===== config.mk =====
export PLATFORM = sky130hd
export DESIGN_NAME = yuv420_block_to_rgb565_flat
export DESIGN_NICKNAME = d
export VERILOG_FILES = /design/src/rtl/y2r_pkg.sv /design/src/rtl/y2r_blk_if.sv /design/src/rtl/y2r_pix_if.sv /design/src/rtl/y2r_lane.sv /design/src/rtl/yuv420_block_to_rgb565.sv /design/src/flat_wrapper.sv
export SDC_FILE = /design/constraint.sdc
export NUM_CORES = 2
export LEC_CHECK = 0
export ABC_AREA = 1
export BUFFER_PORTS_ARGS = -buffer_cell sky130_fd_sc_hd__buf_4
export CAP_MARGIN = 30
export CELL_PAD_IN_SITES_DETAIL_PLACEMENT = 2
export CELL_PAD_IN_SITES_GLOBAL_PLACEMENT = 2
export CORE_ASPECT_RATIO = 1.25
export CORE_MARGIN = 8
export CORE_UTILIZATION = 35
export CTS_CLUSTER_SIZE = 20
export DETAILED_ROUTE_END_ITERATION = 8
export PLACE_DENSITY_LB_ADDON = 0.1
export SETUP_SLACK_MARGIN = 0.15
export SYNTH_ARGS = -nofsm -noshare
export SYNTH_HDL_FRONTEND = slang
export SYNTH_SLANG_ARGS = --single-unit

===== constraint.sdc =====
create_clock -name clk -period 35.9 [get_ports clk]
set_clock_uncertainty 0.15 [all_clocks]
set_input_delay 10.77 -clock clk [delete_from_list [all_inputs] [get_ports clk]]
set_output_delay 10.77 -clock clk [all_outputs]
set_load 0.02 [all_outputs]

===== src/rtl/y2r_pkg.sv =====
// Package for the 4:2:0 block to RGB565 converter.
// Holds the fixed-point widths, BT.601 coefficients, offset struct and clamp/pack helpers.
// No dependencies.
package y2r_pkg;

    // Width of every intermediate fixed-point term; all sums fit in 24 signed bits.
    localparam int SUM_W = 24;
    localparam int FRAC_W = 12;

    typedef logic signed [SUM_W-1:0] sum_t;
    typedef logic [7:0] sample_t;
    typedef logic [15:0] rgb565_t;

    // BT.601 coefficients in 12-bit fixed point.
    localparam sum_t COEF_Y  = sum_t'(4767);
    localparam sum_t COEF_RV = sum_t'(6537);
    localparam sum_t COEF_GV = sum_t'(3330);
    localparam sum_t COEF_GU = sum_t'(1605);
    localparam sum_t COEF_BU = sum_t'(8261);

    localparam logic signed [8:0] LUMA_OFS   = 9'sd16;
    localparam logic signed [8:0] CHROMA_OFS = 9'sd128;

    // Chroma contributions shared by the four pixels of a block.
    typedef struct packed {
        sum_t r_off;
        sum_t g_off;
        sum_t b_off;
    } chroma_off_t;

    // Floor shift by the fraction width, then saturate to 0..255.
    function automatic sample_t clamp_chan(input sum_t sum);
        sample_t res;
        if (sum[SUM_W-1]) begin
            res = '0;
        end else if (|sum[SUM_W-2:FRAC_W+8]) begin
            res = '1;
        end else begin
            res = sum[FRAC_W+7:FRAC_W];
        end
        return res;
    endfunction

    // Pack the top bits of each channel into an RGB565 word.
    function automatic rgb565_t pack_rgb565(input sample_t r, input sample_t g, input sample_t b);
        return {r[7:3], g[7:2], b[7:3]};
    endfunction

endpackage


===== src/rtl/y2r_blk_if.sv =====
// Input channel interface: one 2x2 block of 4:2:0 samples per transaction.
// Depends on y2r_pkg for the sample type.
interface y2r_blk_if import y2r_pkg::*; ();
    logic    valid;
    logic    ready;
    sample_t luma_top_left;
    sample_t luma_top_right;
    sample_t luma_bottom_left;
    sample_t luma_bottom_right;
    sample_t chroma_u;
    sample_t chroma_v;

    modport source (
        output valid, luma_top_left, luma_top_right, luma_bottom_left,
               luma_bottom_right, chroma_u, chroma_v,
        input  ready
    );

    modport sink (
        input  valid, luma_top_left, luma_top_right, luma_bottom_left,
               luma_bottom_right, chroma_u, chroma_v,
        output ready
    );
endinterface


===== src/rtl/y2r_pix_if.sv =====
// Output channel interface: four RGB565 pixels per transaction.
// Depends on y2r_pkg for the pixel type.
interface y2r_pix_if import y2r_pkg::*; ();
    logic    valid;
    logic    ready;
    rgb565_t pixel_top_left;
    rgb565_t pixel_top_right;
    rgb565_t pixel_bottom_left;
    rgb565_t pixel_bottom_right;

    modport source (
        output valid, pixel_top_left, pixel_top_right, pixel_bottom_left,
               pixel_bottom_right,
        input  ready
    );

    modport sink (
        input  valid, pixel_top_left, pixel_top_right, pixel_bottom_left,
               pixel_bottom_right,
        output ready
    );
endinterface


===== src/rtl/y2r_lane.sv =====
// One pixel lane: luma multiply, channel sums, clamp and RGB565 pack over four stages.
// Depends on y2r_pkg; chroma offsets arrive from the top level aligned to stage 2.
module y2r_lane
    import y2r_pkg::*;
(
    input  logic        clk,
    input  logic        advance,
    input  sample_t     luma,
    input  chroma_off_t chroma_off,
    output rgb565_t     pixel
);

    sum_t    lum_s1_reg, lum_s1_next;
    sum_t    lum_s2_reg;
    sum_t    r_sum_reg, r_sum_next;
    sum_t    g_sum_reg, g_sum_next;
    sum_t    b_sum_reg, b_sum_next;
    rgb565_t pixel_reg, pixel_next;

    // Stage 1: luma term (y - 16) * 4767.
    always_comb
    begin
        lum_s1_next = sum_t'(signed'({1'b0, luma}) - LUMA_OFS) * COEF_Y;
    end

    // Stage 3: add the chroma contributions to the luma term.
    always_comb
    begin
        r_sum_next = lum_s2_reg + chroma_off.r_off;
        g_sum_next = lum_s2_reg - chroma_off.g_off;
        b_sum_next = lum_s2_reg + chroma_off.b_off;
    end

    // Stage 4: saturate each channel and pack.
    always_comb
    begin
        pixel_next = pack_rgb565(clamp_chan(r_sum_reg), clamp_chan(g_sum_reg),
                                 clamp_chan(b_sum_reg));
    end

    // Payload registers move only when the pipeline advances.
    always_ff @(posedge clk)
    begin
        if (advance)
        begin
            lum_s1_reg <= lum_s1_next;
            lum_s2_reg <= lum_s1_reg;
            r_sum_reg  <= r_sum_next;
            g_sum_reg  <= g_sum_next;
            b_sum_reg  <= b_sum_next;
            pixel_reg  <= pixel_next;
        end
    end

    assign pixel = pixel_reg;

endmodule


===== src/rtl/yuv420_block_to_rgb565.sv =====
// Top level of the 4:2:0 block to RGB565 converter: chroma pipeline, four lanes, handshake.
// Depends on y2r_pkg, y2r_blk_if, y2r_pix_if and y2r_lane.
//
//   Channel  Role    Transaction
//   blk      sink    four luma samples plus shared U and V of one 2x2 block
//   pix      source  four RGB565 pixels of the same block
//
// Four register stages: multiply, chroma sum, channel sums, clamp and pack. Output valid
// rises once a transaction reaches the clamp and pack register, the last stage. One
// block is accepted every cycle while the output is taken or empty. Reset clears only
// the stage valid bits. When the output holds an untaken result every stage freezes
// together, so nothing is dropped or repeated.
module yuv420_block_to_rgb565
    import y2r_pkg::*;
(
    input  logic clk,
    input  logic rst_n,
    y2r_blk_if.sink   blk,
    y2r_pix_if.source pix
);

    logic        advance;
    logic [3:0]  valid_reg, valid_next;
    sum_t        rv_s1_reg, rv_s1_next;
    sum_t        gv_s1_reg, gv_s1_next;
    sum_t        gu_s1_reg, gu_s1_next;
    sum_t        bu_s1_reg, bu_s1_next;
    chroma_off_t off_s2_reg, off_s2_next;

    // The whole pipeline stalls only when the output register holds an untaken result.
    assign advance   = !valid_reg[3] || pix.ready;
    assign blk.ready = advance;

    // Valid bits shift with the data.
    always_comb
    begin
        valid_next = {valid_reg[2:0], blk.valid};
    end

    always_ff @(posedge clk or negedge rst_n)
    begin
        if (!rst_n)
        begin
            valid_reg <= '0;
        end
        else if (advance)
        begin
            valid_reg <= valid_next;
        end
    end

    // Stage 1: chroma products.
    always_comb
    begin
        rv_s1_next = sum_t'(signed'({1'b0, blk.chroma_v}) - CHROMA_OFS) * COEF_RV;
        gv_s1_next = sum_t'(signed'({1'b0, blk.chroma_v}) - CHROMA_OFS) * COEF_GV;
        gu_s1_next = sum_t'(signed'({1'b0, blk.chroma_u}) - CHROMA_OFS) * COEF_GU;
        bu_s1_next = sum_t'(signed'({1'b0, blk.chroma_u}) - CHROMA_OFS) * COEF_BU;
    end

    // Stage 2: combine the green terms; red and blue pass through.
    always_comb
    begin
        off_s2_next.r_off = rv_s1_reg;
        off_s2_next.g_off = gv_s1_reg + gu_s1_reg;
        off_s2_next.b_off = bu_s1_reg;
    end

    always_ff @(posedge clk)
    begin
        if (advance)
        begin
            rv_s1_reg  <= rv_s1_next;
            gv_s1_reg  <= gv_s1_next;
            gu_s1_reg  <= gu_s1_next;
            bu_s1_reg  <= bu_s1_next;
            off_s2_reg <= off_s2_next;
        end
    end

    // Four pixel lanes share the chroma offsets.
    y2r_lane u_lane_tl (
        .clk        (clk),
        .advance    (advance),
        .luma       (blk.luma_top_left),
        .chroma_off (off_s2_reg),
        .pixel      (pix.pixel_top_left)
    );

    y2r_lane u_lane_tr (
        .clk        (clk),
        .advance    (advance),
        .luma       (blk.luma_top_right),
        .chroma_off (off_s2_reg),
        .pixel      (pix.pixel_top_right)
    );

    y2r_lane u_lane_bl (
        .clk        (clk),
        .advance    (advance),
        .luma       (blk.luma_bottom_left),
        .chroma_off (off_s2_reg),
        .pixel      (pix.pixel_bottom_left)
    );

    y2r_lane u_lane_br (
        .clk        (clk),
        .advance    (advance),
        .luma       (blk.luma_bottom_right),
        .chroma_off (off_s2_reg),
        .pixel      (pix.pixel_bottom_right)
    );

    assign pix.valid = valid_reg[3];

    // Input backpressure only comes from a blocked output.
    a_stall_cause: assert property (@(posedge clk) disable iff (!rst_n)
        !blk.ready |-> (pix.valid && !pix.ready))
        else $error("input stalled without a blocked output");

    // A frozen pipeline keeps all its valid bits.
    a_freeze: assert property (@(posedge clk) disable iff (!rst_n)
        !advance |=> $stable(valid_reg))
        else $error("valid bits moved during a stall");

    // An accepted transaction reaches stage 1.
    a_accept: assert property (@(posedge clk) disable iff (!rst_n)
        (blk.valid && blk.ready) |=> valid_reg[0])
        else $error("accepted transaction lost at stage 1");

    // Advancing with no input leaves a bubble.
    a_bubble: assert property (@(posedge clk) disable iff (!rst_n)
        (advance && !blk.valid) |=> !valid_reg[0])
        else $error("transaction invented at stage 1");

endmodule

===== src/flat_wrapper.sv =====
// flat-port wrapper written by rule: the top's interface ports become plain ports
module yuv420_block_to_rgb565_flat import y2r_pkg::*;
  (clk, rst_n, blk_valid, blk_luma_top_left, blk_luma_top_right, blk_luma_bottom_left, blk_luma_bottom_right, blk_chroma_u, blk_chroma_v, blk_ready, pix_valid, pix_pixel_top_left, pix_pixel_top_right, pix_pixel_bottom_left, pix_pixel_bottom_right, pix_ready);
  y2r_blk_if blk_i ();
  y2r_pix_if pix_i ();
  input  logic clk;
  input  logic rst_n;
  input wire logic [$bits(blk_i.valid)-1:0] blk_valid;
  input wire logic [$bits(blk_i.luma_top_left)-1:0] blk_luma_top_left;
  input wire logic [$bits(blk_i.luma_top_right)-1:0] blk_luma_top_right;
  input wire logic [$bits(blk_i.luma_bottom_left)-1:0] blk_luma_bottom_left;
  input wire logic [$bits(blk_i.luma_bottom_right)-1:0] blk_luma_bottom_right;
  input wire logic [$bits(blk_i.chroma_u)-1:0] blk_chroma_u;
  input wire logic [$bits(blk_i.chroma_v)-1:0] blk_chroma_v;
  output wire logic [$bits(blk_i.ready)-1:0] blk_ready;
  output wire logic [$bits(pix_i.valid)-1:0] pix_valid;
  output wire logic [$bits(pix_i.pixel_top_left)-1:0] pix_pixel_top_left;
  output wire logic [$bits(pix_i.pixel_top_right)-1:0] pix_pixel_top_right;
  output wire logic [$bits(pix_i.pixel_bottom_left)-1:0] pix_pixel_bottom_left;
  output wire logic [$bits(pix_i.pixel_bottom_right)-1:0] pix_pixel_bottom_right;
  input wire logic [$bits(pix_i.ready)-1:0] pix_ready;
  assign blk_i.valid = blk_valid;
  assign blk_i.luma_top_left = blk_luma_top_left;
  assign blk_i.luma_top_right = blk_luma_top_right;
  assign blk_i.luma_bottom_left = blk_luma_bottom_left;
  assign blk_i.luma_bottom_right = blk_luma_bottom_right;
  assign blk_i.chroma_u = blk_chroma_u;
  assign blk_i.chroma_v = blk_chroma_v;
  assign blk_ready = blk_i.ready;
  assign pix_valid = pix_i.valid;
  assign pix_pixel_top_left = pix_i.pixel_top_left;
  assign pix_pixel_top_right = pix_i.pixel_top_right;
  assign pix_pixel_bottom_left = pix_i.pixel_bottom_left;
  assign pix_pixel_bottom_right = pix_i.pixel_bottom_right;
  assign pix_i.ready = pix_ready;
  yuv420_block_to_rgb565 u_core (.clk(clk), .rst_n(rst_n), .blk(blk_i), .pix(pix_i));
endmodule

==> out/metrics.csv <==
metric,value,unit
initial antenna violation count,3,
Slew headroom,36.99,%
cell taking the most area after synthesis,edfxtp_1,
sequential fraction of the synthesis area,30.51,%
Hold Path Cell Cnt,0,
final std cells w/o fill,9239,
initial core utilization,35.28,%
Final Hold Viols,0,
Pwr Total,6074,uW
Max Freq,0.04498,GHz
Overflow after GRT,0,
LEAKAGE,0.03209,uW
final setup TNS,0,ps
post-detail-place hpwl,167.8,mm
WHS,259.8,ps
status,finished clean,
final setup vio count,0,
vias per cell,4.957,
Boundary Pins,118,
Synth area leaders,"edfxtp_1 30%, ha_1 19%, nand2_1 18%",
RD Place Congestion,0.8869,
largest net degree at the start of global routing,74,
Critical Path Start Type,input port,
first-pass GRT wire length,301.6,mm
Placed Cells,9121,
reg2reg path depth,5,
DRC,0,
Synth-to-Final Area Change,10.57,%
CORE AREA,146500,um^2
#FFs+latches synth,526,
final wirelength,197.2,mm
"CTS clk-pin slew, worst paths",60,ps
worst-case clock buffer depth,3,
Clock Sinks,526,
crit path kind,in2out,
Peak VDD IR,0.04615,mV
most frequent cell after synthesis,nand2_1,
maximum fanout along the worst path,2,
Async SR Flop Fraction,0.7605,%
total CTS buffers,61,
post-synthesis cell area,51700,um^2
max reg flops,71,
Post-Syn Instances,7089,
"Setup Fix Bufs, Post-CTS",0,
total track usage,24.28,%
IO buf count,117,
DR iter-0 viols,1719,
die area,160300,um^2
Total Nets Final,8257,
share of cells above drive strength 1,3.602,%
syn nets,8070,
Post-Layout Inst Area,57160,um^2
Tmin final,22230,ps
CTS Hold Bufs,0,
chip width,359.8,um
commonest cells in the synthesized netlist,"2,491 x nand2_1, 1,600 x inv_1, 795 x ha_1",
worst endpoint required time,24980,ps
"Top FF cell, synth",edfxtp_1,
Worst setup EP type,output pin,
maxcap violations,0,
worst-margin pin slew,945.1,ps
RSZ-0062 raised after global routing,false,
number of synthesized flops with an enable pin,522,
1st-pass router iterations,5,
CTS resizes,0,
Vias,45800,
Root Buffer,clkbuf_16,
H-tree depth,2,
WL/cell,21.35,um
CTS tree,built,
Yosys top cell area share,30.32,%
post-route ant nets,0,
row cnt,157,
vias in the first global route,51780,
Die Span Y,445.7,um
Final Cycle Share,61.93,%
Syn. warnings,0,
Netlist cell types,38,
pwr dens,106.3,nW/um^2
Synth Area per Inst,7.293,um^2
Placed Instance Area,55030,um^2
clk_lat worst skew,720,ps
crit path DAT,11310,ps
Max Slew Vio Count,0,
Hold WC Path Type,reg2reg,
==> per-stage QoR <==
step | setup WS [ps] | utilization [%]
2_1_floorplan | 2996 | -
3_3_place_gp | 13630 | 37.55
3_5_place_dp | 13630 | 37.55
4_1_cts | 13630 | 39.01
5_1_grt | 13650 | 39.01
6_report | 13670 | 39.01
==> placed cells by master, fill, tap and decap left out, types with 3 or more instances in the layout <==
master | netlist | final
and2_1 | 18 | 18
a21oi_1 | 249 | 249
ha_1 | 795 | 795
clkinv_2 | 0 | 10
nor2_1 | 495 | 495
nand3_1 | 330 | 330
a21o_1 | 10 | 10
nand2_1 | 2491 | 2490
inv_6 | 0 | 8
nand3b_1 | 11 | 11
nor3_1 | 21 | 21
or2_2 | 12 | 12
xnor2_1 | 27 | 27
nand4_1 | 91 | 91
fa_1 | 134 | 134
nor2_2 | 4 | 4
nand2_2 | 9 | 9
clkbuf_1 | 2 | 4
clkinv_4 | 0 | 4
edfxtp_1 | 522 | 522
bufinv_16 | 0 | 9
dfrtp_1 | 4 | 4
nor4_1 | 12 | 12
or3_1 | 12 | 12
clkinvlp_4 | 0 | 3
clkbuf_16 | 0 | 61
o21ai_0 | 109 | 109
xor2_1 | 99 | 99
o21bai_1 | 13 | 13
clkinv_1 | 0 | 13
buf_4 | 0 | 128
inv_1 | 1600 | 1600
nand2_4 | 3 | 4
==> layout make-up <==
cell class / count / area, um^2
antenna: 2 / 5.005
inverter: 1601 / 6010
timing repair buffer: 128 / 960.9
clock inverter: 51 / 588.1
sequential: 526 / 15780
tap: 1908 / 2387
fill: 17410 / 89380
multi-input combinational: 4958 / 29900
clock buffer: 65 / 1541
==> worst max-delay path, stage by stage <==
cell and delay, ps:
buf_4 110, inv_1 80, nand2_4 140, buf_4 200
==> where the power goes <==
| part | total [uW] | internal [uW] | switching [uW] | leakage [uW] |
|---|---|---|---|---|
| registers | 1530 | 1160 | 371 | 0.00536 |
| clock network | 671 | 381 | 290 | 0.00103 |
| logic | 3870 | 1230 | 2650 | 0.0257 |
| total | 6070 | 2770 | 3310 | 0.0321 |
==> layer usage <==
metal	share of wire (%)	track usage (%)	routed length (um)
met4	4.8	9.787	9374
met3	2.5	2.113	4991
met2	51	45.73	100400
met1	42	28.23	82500
met5	0	0	0
==> cell families (layout without fill, tap and decap cells) <==
family / after synthesis / in the layout / share of synthesized area, %
simple gates: 3514 / 3514 / 27.28
buf+inv: 1605 / 1845 / 11.67
fa+ha+maj: 929 / 929 / 24.43
flops: 526 / 526 / 30.51
compound gates: 388 / 388 / 3.938
xor+xnor: 127 / 127 / 2.166
other cells: 0 / 2 / 0
==> final timing paths <==
path / startpoint / to / slack, ps
setup reg to reg: u_core.valid_reg[3] / u_core.u_lane_tl.lum_s1_reg[23] / 31560
hold / removal: u_core.u_lane_bl.lum_s1_reg[2] / u_core.u_lane_bl.lum_s2_reg[2] / 260
min in group asynchronous: rst_n / u_core.valid_reg[3] / 9680
setup / recovery: pix_ready / blk_ready / 13670
hold reg to reg: u_core.u_lane_bl.lum_s1_reg[2] / u_core.u_lane_bl.lum_s2_reg[2] / 260
max in group asynchronous: rst_n / u_core.valid_reg[1] / 25820
No activity file was read; power rests on OpenSTA's default activity.
